## config.mk

```make
export PLATFORM = sky130hd
export DESIGN_NAME = key_chord_hotkey_matcher_flat
export DESIGN_NICKNAME = d
export VERILOG_FILES = /design/src/hdl/kchm_pkg.sv /design/src/hdl/kchm_event_if.sv /design/src/hdl/kchm_result_if.sv /design/src/hdl/kchm_cfg_if.sv /design/src/hdl/kchm_cmp_unit.sv /design/src/hdl/key_chord_hotkey_matcher.sv /design/src/flat_wrapper.sv
export VERILOG_INCLUDE_DIRS = /design/src /design/src/hdl
export SDC_FILE = /design/constraint.sdc
export NUM_CORES = 1
export LEC_CHECK = 0
export BUFFER_PORTS_ARGS = -buffer_cell sky130_fd_sc_hd__clkbuf_2
export CELL_PAD_IN_SITES_DETAIL_PLACEMENT = 1
export CELL_PAD_IN_SITES_GLOBAL_PLACEMENT = 1
export CORE_ASPECT_RATIO = 1.5
export CORE_UTILIZATION = 48
export CTS_CLUSTER_DIAMETER = 150
export DETAILED_ROUTE_END_ITERATION = 16
export GPL_ROUTABILITY_DRIVEN = 0
export GPL_TIMING_DRIVEN = 0
export PLACE_DENSITY_LB_ADDON = 0.08
export SYNTH_ARGS = -nofsm -noshare
export SYNTH_HDL_FRONTEND = slang
export SYNTH_HIERARCHICAL = 1
export SYNTH_SLANG_ARGS = --single-unit
```

## constraint.sdc

```tcl
create_clock -name clk -period 7.55 [get_ports clk]
set_input_delay 1.51 -clock clk [delete_from_list [all_inputs] [get_ports clk]]
set_output_delay 1.51 -clock clk [all_outputs]
set_load 0.01 [all_outputs]
```

## src/hdl/key_chord_hotkey_matcher_macros.svh

```systemverilog
// Assertion macros for the key chord hotkey matcher.
// Used by the top level; expects a clock named clk and a reset named rst.
`ifndef KEY_CHORD_HOTKEY_MATCHER_MACROS_SVH
`define KEY_CHORD_HOTKEY_MATCHER_MACROS_SVH

// Condition must hold at every clock edge out of reset.
`define KCHM_ASSERT_ALWAYS(lbl, cond, msg) \
  lbl: assert property (@(posedge clk) disable iff (rst) (cond)) else $error(msg);

// Same-cycle implication.
`define KCHM_ASSERT_IMPLY(lbl, pre, post, msg) \
  lbl: assert property (@(posedge clk) disable iff (rst) (pre) |-> (post)) \
    else $error(msg);

// Next-cycle implication.
`define KCHM_ASSERT_NEXT(lbl, pre, post, msg) \
  lbl: assert property (@(posedge clk) disable iff (rst) (pre) |=> (post)) \
    else $error(msg);

`endif

```

## src/hdl/kchm_pkg.sv

```systemverilog
// Package for the key chord hotkey matcher: codes, state type, compare result.
// No dependencies.
`default_nettype none

package kchm_pkg;

  localparam int CODE_BITS    = 16;
  localparam int BIND_BITS    = 64;
  localparam int CFG_IDX_BITS = 3;
  localparam int COUNT_BITS   = 3;
  localparam int MIDX_BITS    = 3;

  localparam logic [CFG_IDX_BITS-1:0] CFG_BINDING_COUNT = 3'd0;
  localparam logic [CFG_IDX_BITS-1:0] CFG_BINDING_FIRST = 3'd1;
  localparam logic [CFG_IDX_BITS-1:0] CFG_BINDING_LAST  = 3'd6;

  typedef enum logic [1:0] {
    ACT_RELEASE = 2'd0,
    ACT_PRESS   = 2'd1,
    ACT_HOLD    = 2'd2,
    ACT_OTHER   = 2'd3
  } action_t;

  typedef enum logic [1:0] {
    VERDICT_PASS     = 2'd0,
    VERDICT_CONSUMED = 2'd1,
    VERDICT_INVALID  = 2'd2
  } verdict_t;

  typedef enum logic [2:0] {
    ST_IDLE,
    ST_SCAN,
    ST_SORT,
    ST_MATCH,
    ST_DONE
  } state_t;

  typedef struct packed {
    logic eq;
    logic gt;
  } cmp_t;

endpackage

`default_nettype wire

```

## src/hdl/kchm_event_if.sv

```systemverilog
// Key event channel: key code and action, valid/ready handshake.
// No dependencies.
`default_nettype none

interface kchm_event_if;
  logic        valid;
  logic        ready;
  logic [15:0] key_code;
  logic [1:0]  action;

  modport source (output valid, output key_code, output action, input ready);
  modport sink   (input valid, input key_code, input action, output ready);
endinterface

`default_nettype wire

```

## src/hdl/kchm_result_if.sv

```systemverilog
// Result channel: verdict, match flag and binding index, valid/ready handshake.
// No dependencies.
`default_nettype none

interface kchm_result_if;
  logic       valid;
  logic       ready;
  logic [1:0] verdict;
  logic       matched;
  logic [2:0] match_index;

  modport source (output valid, output verdict, output matched, output match_index,
                  input ready);
  modport sink   (input valid, input verdict, input matched, input match_index,
                  output ready);
endinterface

`default_nettype wire

```

## src/hdl/kchm_cfg_if.sv

```systemverilog
// Configuration write channel: register index and write data, valid/ready.
// No dependencies.
`default_nettype none

interface kchm_cfg_if;
  logic        valid;
  logic        ready;
  logic [2:0]  index;
  logic [63:0] data;

  modport source (output valid, output index, output data, input ready);
  modport sink   (input valid, input index, input data, output ready);
endinterface

`default_nettype wire

```

## src/hdl/kchm_cmp_unit.sv

```systemverilog
// Shared magnitude/equality comparator used by every sequencer step.
// Depends on kchm_pkg.
`default_nettype none

module kchm_cmp_unit (
  input  wire logic [kchm_pkg::BIND_BITS-1:0] a,
  input  wire logic [kchm_pkg::BIND_BITS-1:0] b,
  output kchm_pkg::cmp_t                      res
);

  always_comb begin
    res.eq = (a == b);
    res.gt = (a > b);
  end

endmodule

`default_nettype wire

```

## src/hdl/key_chord_hotkey_matcher.sv

```systemverilog
// Key chord hotkey matcher top level: held-key set, sort and binding match.
// Depends on kchm_pkg, the channel interfaces, kchm_cmp_unit and the macros header.
//
// Tracks up to KEY_SLOTS held key codes in descending order and matches the
// packed set against the first binding_count binding chords (at most
// NUM_BINDINGS). One event is handled at a time, every step going through a
// single shared comparator: a release scans every slot and then sorts; a press
// scans until it finds its own code (which clears the set and ends the event),
// a free slot or the last slot, then sorts and matches the bindings in order;
// a hold only matches; any other action goes straight to the result.
// The result waits in an output register, so the next event is taken while it
// is still pending. Configuration writes are always accepted and take effect
// the next cycle.
`default_nettype none
`include "key_chord_hotkey_matcher_macros.svh"

module key_chord_hotkey_matcher #(
  parameter int KEY_SLOTS    = 4,
  parameter int NUM_BINDINGS = 6
) (
  input  wire logic clk,
  input  wire logic rst,
  kchm_event_if.sink    events,
  kchm_result_if.source results,
  kchm_cfg_if.sink      cfg
);

  localparam int SIDX_W = (KEY_SLOTS > 1) ? $clog2(KEY_SLOTS) : 1;
  localparam int BIDX_W = (NUM_BINDINGS > 1) ? $clog2(NUM_BINDINGS) : 1;
  localparam int BCNT_W = $clog2(NUM_BINDINGS + 1);

  kchm_pkg::state_t state, state_next;

  logic [kchm_pkg::CODE_BITS-1:0]  held [KEY_SLOTS];
  logic [kchm_pkg::BIND_BITS-1:0]  bindings [NUM_BINDINGS];
  logic [kchm_pkg::COUNT_BITS-1:0] binding_count;

  logic [SIDX_W-1:0] slot_idx;
  logic [SIDX_W-1:0] pair_idx;
  logic [SIDX_W-1:0] pass_idx;
  logic [BCNT_W-1:0] bind_cnt;

  logic [kchm_pkg::CODE_BITS-1:0] code_r;
  logic [1:0]                     action_r;
  logic [1:0]                     verdict_r;
  logic                           matched_r;
  logic [kchm_pkg::MIDX_BITS-1:0] idx_r;

  logic                           out_valid;
  logic [1:0]                     out_verdict;
  logic                           out_matched;
  logic [kchm_pkg::MIDX_BITS-1:0] out_index;

  logic [kchm_pkg::BIND_BITS-1:0] cmp_a, cmp_b;
  kchm_pkg::cmp_t                 cmp;

  logic                           ev_ready, ev_accept, res_load, cfg_we;
  logic [kchm_pkg::BIND_BITS-1:0] packed_keys;
  logic [BCNT_W-1:0]              count_eff;
  logic                           bind_in_range;
  logic [SIDX_W-1:0]              pair_hi;
  logic                           slot_last, slot_zero, pair_last, pass_last;
  logic                           held_sorted;
  logic [kchm_pkg::CFG_IDX_BITS-1:0] cfg_bidx;

  kchm_cmp_unit u_cmp (
    .a   (cmp_a),
    .b   (cmp_b),
    .res (cmp)
  );

  // derived status
  always_comb begin
    packed_keys = '0;
    for (int i = 0; i < KEY_SLOTS; i++) begin
      packed_keys[(KEY_SLOTS-1-i)*kchm_pkg::CODE_BITS +: kchm_pkg::CODE_BITS] = held[i];
    end
    held_sorted = 1'b1;
    for (int i = 1; i < KEY_SLOTS; i++) begin
      if (held[i-1] < held[i]) held_sorted = 1'b0;
    end
    count_eff = (binding_count > kchm_pkg::COUNT_BITS'(NUM_BINDINGS)) ?
                BCNT_W'(NUM_BINDINGS) : BCNT_W'(binding_count);
    bind_in_range = (bind_cnt < count_eff);
    pair_hi   = pair_idx + 1'b1;
    slot_last = (slot_idx == SIDX_W'(KEY_SLOTS - 1));
    slot_zero = (held[slot_idx] == '0);
    pair_last = (pair_idx == SIDX_W'(KEY_SLOTS - 2));
    pass_last = (pass_idx == SIDX_W'(KEY_SLOTS - 2));
    cfg_bidx  = cfg.index - kchm_pkg::CFG_BINDING_FIRST;
  end

  // next state
  always_comb begin
    state_next = state;
    case (state)
      kchm_pkg::ST_IDLE: begin
        if (events.valid) begin
          case (events.action)
            kchm_pkg::ACT_RELEASE, kchm_pkg::ACT_PRESS: state_next = kchm_pkg::ST_SCAN;
            kchm_pkg::ACT_HOLD:                         state_next = kchm_pkg::ST_MATCH;
            default:                                    state_next = kchm_pkg::ST_DONE;
          endcase
        end
      end
      kchm_pkg::ST_SCAN: begin
        if (action_r == kchm_pkg::ACT_RELEASE) begin
          if (slot_last) state_next = kchm_pkg::ST_SORT;
        end else if (cmp.eq) begin
          state_next = kchm_pkg::ST_DONE;
        end else if (slot_zero || slot_last) begin
          state_next = kchm_pkg::ST_SORT;
        end
      end
      kchm_pkg::ST_SORT: begin
        if (KEY_SLOTS == 1 || (pair_last && pass_last)) begin
          state_next = (action_r == kchm_pkg::ACT_RELEASE) ?
                       kchm_pkg::ST_DONE : kchm_pkg::ST_MATCH;
        end
      end
      kchm_pkg::ST_MATCH: begin
        if (!bind_in_range || cmp.eq) state_next = kchm_pkg::ST_DONE;
      end
      kchm_pkg::ST_DONE: begin
        if (res_load) state_next = kchm_pkg::ST_IDLE;
      end
      default: state_next = kchm_pkg::ST_IDLE;
    endcase
  end

  // control outputs and comparator operand select
  always_comb begin
    ev_ready  = (state == kchm_pkg::ST_IDLE);
    ev_accept = ev_ready && events.valid;
    res_load  = (state == kchm_pkg::ST_DONE) && (!out_valid || results.ready);
    cfg_we    = cfg.valid;
    cmp_a     = '0;
    cmp_b     = '0;
    case (state)
      kchm_pkg::ST_SCAN: begin
        cmp_a = kchm_pkg::BIND_BITS'(held[slot_idx]);
        cmp_b = kchm_pkg::BIND_BITS'(code_r);
      end
      kchm_pkg::ST_SORT: begin
        if (KEY_SLOTS > 1) begin
          cmp_a = kchm_pkg::BIND_BITS'(held[pair_hi]);
          cmp_b = kchm_pkg::BIND_BITS'(held[pair_idx]);
        end
      end
      kchm_pkg::ST_MATCH: begin
        cmp_a = bindings[bind_cnt[BIDX_W-1:0]];
        cmp_b = packed_keys;
      end
      default: begin
        cmp_a = '0;
        cmp_b = '0;
      end
    endcase
  end

  assign events.ready        = ev_ready;
  assign cfg.ready           = 1'b1;
  assign results.valid       = out_valid;
  assign results.verdict     = out_verdict;
  assign results.matched     = out_matched;
  assign results.match_index = out_index;

  // control state, held set, config registers
  always_ff @(posedge clk) begin
    if (rst) begin
      state         <= kchm_pkg::ST_IDLE;
      held          <= '{default: '0};
      bindings      <= '{default: '0};
      binding_count <= '0;
      slot_idx      <= '0;
      pair_idx      <= '0;
      pass_idx      <= '0;
      bind_cnt      <= '0;
      out_valid     <= 1'b0;
    end else begin
      state <= state_next;

      if (cfg_we) begin
        if (cfg.index == kchm_pkg::CFG_BINDING_COUNT) begin
          binding_count <= cfg.data[kchm_pkg::COUNT_BITS-1:0];
        end else if (cfg.index <= kchm_pkg::CFG_BINDING_LAST &&
                     cfg_bidx < kchm_pkg::CFG_IDX_BITS'(NUM_BINDINGS)) begin
          bindings[cfg_bidx[BIDX_W-1:0]] <= cfg.data;
        end
      end

      if (res_load) begin
        out_valid <= 1'b1;
      end else if (results.ready) begin
        out_valid <= 1'b0;
      end

      case (state)
        kchm_pkg::ST_IDLE: begin
          if (ev_accept) begin
            slot_idx <= '0;
            pair_idx <= '0;
            pass_idx <= '0;
            bind_cnt <= '0;
          end
        end
        kchm_pkg::ST_SCAN: begin
          if (action_r == kchm_pkg::ACT_RELEASE) begin
            if (cmp.eq) held[slot_idx] <= '0;
            slot_idx <= slot_idx + 1'b1;
          end else if (cmp.eq) begin
            held <= '{default: '0};
          end else if (slot_zero) begin
            held[slot_idx] <= code_r;
          end else begin
            slot_idx <= slot_idx + 1'b1;
          end
        end
        kchm_pkg::ST_SORT: begin
          if (KEY_SLOTS > 1) begin
            if (cmp.gt) begin
              held[pair_idx] <= held[pair_hi];
              held[pair_hi]  <= held[pair_idx];
            end
            if (pair_last) begin
              pair_idx <= '0;
              pass_idx <= pass_idx + 1'b1;
            end else begin
              pair_idx <= pair_hi;
            end
          end
        end
        kchm_pkg::ST_MATCH: begin
          if (bind_in_range && !cmp.eq) bind_cnt <= bind_cnt + 1'b1;
        end
        default: ;
      endcase
    end
  end

  // request payload and result
  always_ff @(posedge clk) begin
    if (ev_accept) begin
      code_r    <= events.key_code;
      action_r  <= events.action;
      verdict_r <= (events.action == kchm_pkg::ACT_OTHER) ?
                   kchm_pkg::VERDICT_INVALID : kchm_pkg::VERDICT_PASS;
      matched_r <= 1'b0;
      idx_r     <= '0;
    end
    if (state == kchm_pkg::ST_SCAN && action_r == kchm_pkg::ACT_PRESS && cmp.eq) begin
      verdict_r <= kchm_pkg::VERDICT_CONSUMED;
    end
    if (state == kchm_pkg::ST_MATCH && bind_in_range && cmp.eq) begin
      verdict_r <= kchm_pkg::VERDICT_CONSUMED;
      matched_r <= 1'b1;
      idx_r     <= kchm_pkg::MIDX_BITS'(bind_cnt);
    end
    if (res_load) begin
      out_verdict <= verdict_r;
      out_matched <= matched_r;
      out_index   <= idx_r;
    end
  end

  `KCHM_ASSERT_IMPLY(a_sorted_idle, state == kchm_pkg::ST_IDLE, held_sorted, "held set not sorted at idle")
  `KCHM_ASSERT_NEXT(a_accept_busy, ev_accept, state != kchm_pkg::ST_IDLE, "accepted request left sequencer idle")
  `KCHM_ASSERT_IMPLY(a_match_bound, state == kchm_pkg::ST_MATCH, bind_cnt <= count_eff, "binding counter past count")
  `KCHM_ASSERT_IMPLY(a_match_verdict, out_valid && out_matched, out_verdict == kchm_pkg::VERDICT_CONSUMED && out_index < kchm_pkg::MIDX_BITS'(NUM_BINDINGS), "match without consumed verdict or index out of range")
  `KCHM_ASSERT_IMPLY(a_invalid_nomatch, out_valid && out_verdict == kchm_pkg::VERDICT_INVALID, !out_matched && out_index == '0, "invalid verdict carries a match")

endmodule

`default_nettype wire

```

## src/flat_wrapper.sv

```systemverilog
// flat-port wrapper written by rule: the top's interface ports become plain ports
module key_chord_hotkey_matcher_flat 
#(
  parameter int KEY_SLOTS    = 4,
  parameter int NUM_BINDINGS = 6
)
  (clk, rst, events_valid, events_key_code, events_action, events_ready, results_valid, results_verdict, results_matched, results_match_index, results_ready, cfg_valid, cfg_index, cfg_data, cfg_ready);
  kchm_event_if events_i ();
  kchm_result_if results_i ();
  kchm_cfg_if cfg_i ();
  input  wire logic clk;
  input  wire logic rst;
  input wire logic [$bits(events_i.valid)-1:0] events_valid;
  input wire logic [$bits(events_i.key_code)-1:0] events_key_code;
  input wire logic [$bits(events_i.action)-1:0] events_action;
  output wire logic [$bits(events_i.ready)-1:0] events_ready;
  output wire logic [$bits(results_i.valid)-1:0] results_valid;
  output wire logic [$bits(results_i.verdict)-1:0] results_verdict;
  output wire logic [$bits(results_i.matched)-1:0] results_matched;
  output wire logic [$bits(results_i.match_index)-1:0] results_match_index;
  input wire logic [$bits(results_i.ready)-1:0] results_ready;
  input wire logic [$bits(cfg_i.valid)-1:0] cfg_valid;
  input wire logic [$bits(cfg_i.index)-1:0] cfg_index;
  input wire logic [$bits(cfg_i.data)-1:0] cfg_data;
  output wire logic [$bits(cfg_i.ready)-1:0] cfg_ready;
  assign events_i.valid = events_valid;
  assign events_i.key_code = events_key_code;
  assign events_i.action = events_action;
  assign events_ready = events_i.ready;
  assign results_valid = results_i.valid;
  assign results_verdict = results_i.verdict;
  assign results_matched = results_i.matched;
  assign results_match_index = results_i.match_index;
  assign results_i.ready = results_ready;
  assign cfg_i.valid = cfg_valid;
  assign cfg_i.index = cfg_index;
  assign cfg_i.data = cfg_data;
  assign cfg_ready = cfg_i.ready;
  key_chord_hotkey_matcher #(.KEY_SLOTS(KEY_SLOTS), .NUM_BINDINGS(NUM_BINDINGS)) u_core (.clk(clk), .rst(rst), .events(events_i), .results(results_i), .cfg(cfg_i));
endmodule
```

* Yosys cells after proc, flatten, opt, wreduce, memory -nomap -nowiden
Index checks and enable logic that the tools add are counted.
Word-level totals: output and inout port bits 9, memories 0, bits in latches 0, input port bits 90, logic and storage cells 178, register bits 494, ROM bits 0, bits in writable memories 0
Cells by class: $mul 0, muxes and demuxes 60, order comparisons 14, reduce and logical (&&, ||, !) cells 40, $add $sub $neg 5, eq/ne operators 26, shifts and indexed selects 0, div/mod/pow operators 0, bitwise gates (word level) 8
Operators with widths (number):
- $mux 64 | 8
- $bwmux 384 | 1
- $pmux 64 s3 | 2
- $bmux 64 s3 | 1
- $bwmux 64 | 3
- $demux 64 s3 | 1
- $mux 16 | 9
- $pmux 64 s2 | 1
- $bmux 16 s2 | 3
- $demux 16 s2 | 3
- $and 64x64->64 | 1
- $eq 64x64->1 | 1
- $gt 64x64->1 | 1
- $not 64->64 | 1
- $mux 3 | 13
- $logic_not 16->1 | 1
- $pmux 3 s5 | 1
- $mux 2 | 7
- $ne 2x1->1 const B | 7
- $logic_and 1x1->1 | 13
- $pmux 2 s2 | 3
- $pmux 3 s2 | 2
- $reduce_bool 2->1 | 6
- $eq 2x2->1 const B | 5
- 33 further kinds | 59

* Depth between registers and ports, before layout
depth in word-level cells 11, mapped depth 24, mapped depth without buffers 17

* Hierarchy
The synthesis kept the hierarchy.
Modules (own cells, without submodules):
- key_chord_hotkey_matcher | instances 1, area an instance 24144.4 um2, seq. area each 10159.7 um2, cells each 2899
- kchm_cmp_unit | instances 1, area an instance 1635.3 um2, seq. area each 0.0 um2, cells each 227

* Least setup slack after synthesis
Ideal clock, no wire load.
path type register to register, start point register u_core.pair_idx[0], end point register u_core/held[37] in the netlist's numbering, setup slack 1.556 ns, path buffers 7, clock period less this slack 5.994 ns, setup time 0.128 ns, required time 7.422 ns, stages on the path, launching flop included 24, arrival 5.866 ns, path through dfxtp_1 clkbuf_1 clkbuf_1 clkbuf_1 inv_1 ha_1 clkbuf_1 clkbuf_1 mux4_2 nand2_1 o211ai_1 ha_1 a21oi_1 nand2_1 a221oi_1 nor3b_1 o31ai_1 a21oi_1 a21oi_1 a211o_1 buf_4 buf_2 mux2i_1 nor2_1
RTL lines:
- start, declared | RTL line key_chord_hotkey_matcher.sv:39 | logic [SIDX_W-1:0] pair_idx;
- start signal, assigned | RTL line key_chord_hotkey_matcher.sv:229 | pair_idx <= pair_hi;
- end signal, assigned by index | RTL line key_chord_hotkey_matcher.sv:214 | held[slot_idx] <= code_r;
- end signal, assigned by index | RTL line key_chord_hotkey_matcher.sv:222 | held[pair_idx] <= held[pair_hi];
- end signal, assigned by index | RTL line key_chord_hotkey_matcher.sv:223 | held[pair_hi] <= held[pair_idx];
- end, declared | RTL line key_chord_hotkey_matcher.sv:34 | logic [kchm_pkg::CODE_BITS-1:0] held [KEY_SLOTS];

==> flow_metrics.env <==
export IMPL_leakagePower_nw=9.59
export IMPL_grt_overflow=0
export IMPL_yosysTopAreaCellShare=0.363
export IMPL_drtAntennaViolNets=0
export IMPL_antenna_found_initial=14
export IMPL_comb_power_share=0.291
export IMPL_path_class="flop to flop"
export IMPL_path_buf_inv=4
export IMPL_core_area_sq_um=52800
export IMPL_finalNonFillerCells=4001
export IMPL_layout_drive_gt1_share=0.0982
export IMPL_slew_headroom=-0.0375
export IMPL_dp_cells=3907
export IMPL_synth_area_per_cell_sq_um=8.25
export IMPL_h_tree_depth=2
export IMPL_grt_max_degree=23
export IMPL_holdPathStages=0
export IMPL_cts_tree="done"
export IMPL_cts_setup_buffers=0
export IMPL_port_buffers=96
export IMPL_final_area_sq_um=28800
export IMPL_vias=25400
export IMPL_grt_total_usage=0.409
export IMPL_syn_area_sq_um=25800
export IMPL_synthFlopType="dfxtp_1"
export IMPL_crit_path_start_kind="flop"
export IMPL_r2r_cells=17
export IMPL_die_w_um=191
export IMPL_vdd_drop_max_v=0.000202
export IMPL_final_util=0.545
export IMPL_seq_area_sq_um=10200
export IMPL_switchingPower_mw=2.80
export IMPL_die_h_um=286
export IMPL_start_util=0.488
export IMPL_ios=99
export IMPL_clkLatencyLatePin_ns=0.62
export IMPL_critPathMaxStageDelay_ns=0.98
export IMPL_cts_resized=4
export IMPL_layout_common_cells="878 x nand2_1, 488 x a21oi_1, 467 x dfxtp_1, 222 x nor2_1, 203 x clkbuf_1"
export IMPL_dpl_cell_area_sq_um=27200
export IMPL_violations="capacitance limit, slew limit"
export IMPL_status="complete, but fails checks"
export IMPL_cts_buffer_depth=3
export IMPL_p_per_area_nw_per_um2=265
export IMPL_rows=103
export IMPL_maxSlewViolCount=17
export IMPL_synth_nets=3297
export IMPL_clk_pin_slew_ns=0.06
export IMPL_cp_end_kind="flop"
export IMPL_maxCapViolCount=2
export IMPL_worstMarginPinSlew_ns=1.55
export IMPL_worstPathMaxFanout=10
export IMPL_die_area_sq_um=54700
export IMPL_async_flop_share=0
export IMPL_crit_slowest_cell="clkbuf_1"
export IMPL_hp_class="flop to flop"
export IMPL_fillCellCount=6461
export IMPL_ys_seq_elements=494
export IMPL_fmax_mhz=135
export IMPL_viasPerCell=6.36
export IMPL_p_clk_frac=0.326
export IMPL_multi_input_comb_area_sq_um=14400
export IMPL_first_global_vias=27000
export IMPL_synth_edff_count=27
export IMPL_dp_hpwl_um=82500
export IMPL_synth_seq_area_share=0.394
export IMPL_grt_pass1_wl_um=165000
export IMPL_fin_worst_skew_ns=0.0240
export IMPL_nNetsFinal=3446
export IMPL_cp_data_required_time_ns=8.02
export IMPL_drt_total_wl_um=111000
export IMPL_fin_crit_ns=7.41
export IMPL_synth_cell_type_count=63
export IMPL_setup_violations_final=0
export IMPL_cts_sinks=494
export IMPL_rsz0062_at_grt="false"
export IMPL_cts_hold_buf=0
export IMPL_clockRootBuffer="clkbuf_16"
export IMPL_seq_power_share=0.383
export IMPL_yosys_area_top_type="dfxtp_1"
export IMPL_drc=0
export IMPL_crit_family="buffers and inverters"
export IMPL_dr_pass1_iters=5
export IMPL_switching_share=0.367
export IMPL_crit_path_cell_trace="clkdlybuf4s15_1, clkbuf_1, clkdlybuf4s15_1, mux4_2, a21oi_1, nor2_1, ha_1, nand4_1, nor4_1, and3_1, and4_1, clkbuf_1, nor2b_1, a22oi_1, o221ai_1, mux2i_1, nor2_1"
export IMPL_cp_num_cells=17
export IMPL_final_common_cell="nand2_1"
export IMPL_worst_ep_arrival_time_ns=7.88
export IMPL_intPower_mw=4.83
export IMPL_ys_warn_count=6
export IMPL_fin_crit_sh=0.982
export IMPL_cts_made_buffers=50
export IMPL_areaGrowthSynthToFinish_pct=11.6
export IMPL_wire_per_inst_um=27.7
export IMPL_syn_inst=3126
export IMPL_synthTopCellsByArea="dfxtp_1 36%, nand2_1 13%, mux4_2 9.8%, a21oi_1 9.5%, mux2i_1 5.0%"
export IMPL_hold_violations=0
export IMPL_drt_initial_drc_count=2000
## kinds of logic (layout without fill, tap and decap cells)
| family | Yosys count | count (layout) | share of synthesized area |
|---|---|---|---|
| buf+inv | 332 | 516 | 0.0503 |
| simple gates | 1271 | 1271 | 0.204 |
| other cells | 1 | 10 | 0.000145 |
| xor+xnor | 4 | 4 | 0.00136 |
| fa+ha+maj | 81 | 81 | 0.0393 |
| compound gates | 700 | 700 | 0.162 |
| mux | 243 | 243 | 0.149 |
| flops | 494 | 494 | 0.394 |
## cells in the mapped netlist (6+ instances only)
library cell,n
clkbuf_1,201
mux4_2,112
mux2i_1,130
and3_1,6
nand4_1,11
o211ai_1,17
ha_1,81
o21ai_0,8
a22oi_1,47
dfxtp_1,467
a221o_1,16
nand2_1,878
nor3_1,10
nand3_1,17
nor2_1,222
inv_1,82
a21o_1,7
and2_1,64
o221ai_1,44
a221oi_1,45
nor2b_1,20
nand2b_1,7
edfxtp_1,27
a21oi_1,488
buf_1,33
## through the flow
| step | hold slack, ns | power, mW | setup WS, ns | setup TNS (ns) |
|---|---|---|---|---|
| 2_1_floorplan | 0.400 | 4.22 | 1.56 | 0 |
| 3_3_place_gp | 0.404 | 4.94 | -0.823 | -38.72 |
| 3_5_place_dp | 0.412 | 5.00 | -0.946 | -47.64 |
| 4_1_cts | 0.427 | 7.47 | 0.0444 | 0 |
| 5_1_grt | 0.441 | 7.84 | 0.00708 | 0 |
| 6_report | 0.425 | 7.63 | 0.136 | 0 |
## state kept, by name (all words and copies together), names as in the netlist
name	flops
u_core/slot_idx	2
u_core/pair_idx	2
u_core/bind_cnt	3
u_core/matched_r	1
u_core/results.valid	1
u_core/results.verdict	2
u_core/code_r	16
u_core/pass_idx	2
u_core/bindings	384
u_core/verdict_r	2
u_core/idx_r	3
u_core/state	3
u_core/results.matched	1
u_core/results.match_index	3
u_core/held	64
u_core/binding_count	3
u_core/action_r	2
## layer usage
layer	track usage	vias up	wire, um
met1	0.423	12500	38200
met3	0.101	561	7750
met2	0.695	1239	54600
met4	0.338	12	10200
li1	-	11100	-
met5	0	-	83
## final cells by class
| cell class | instances | share of cell area |
|---|---|---|
| clock inverter | 18 | 0.00622 |
| multi-input combinational | 2300 | 0.499 |
| clock buffer | 69 | 0.0487 |
| buffer | 245 | 0.0344 |
| inverter | 85 | 0.0111 |
| antenna | 9 | 0.000782 |
| timing repair buffer | 99 | 0.0175 |
| sequential | 494 | 0.353 |
| tap | 682 | 0.0296 |
## worst reg2reg max path, delay by kind of cell (launching register included)
family | cells | cell delay [ns]
buffers and inverters | 4 | 3.30
muxes | 2 | 0.65
and+or+nand+nor | 7 | 1.72
AOI/OAI and AO/OA | 3 | 0.83
adders and majority gates | 1 | 0.35
DFF | 1 | 0.40
## power groups by stage
stage	Sequential (mW)	Clock (mW)	Combinational, mW
2_1_floorplan	2.89	0	1.33
3_3_place_gp	2.95	0	1.99
3_5_place_dp	2.96	0	2.04
4_1_cts	2.91	2.51	2.05
5_1_grt	2.93	2.62	2.29
6_report	2.92	2.49	2.22
## path summary, 6_finish.rpt
kind                            slack, ns                            start                                      end
worst min register to register       0.42    u_core/idx_r[0]$_SDFFCE_PN0P_  u_core/results.match_index[0]$_DFFE_PP_
worst min-delay path                 0.42    u_core/idx_r[0]$_SDFFCE_PN0P_  u_core/results.match_index[0]$_DFFE_PP_
worst max register to register       0.14  u_core/bind_cnt[0]$_SDFFE_PP0P_             u_core/held[24]$_SDFFE_PP0P_
worst max-delay path                 0.14  u_core/bind_cnt[0]$_SDFFE_PP0P_             u_core/held[24]$_SDFFE_PP0P_
(Power assumes the default switching activity.)
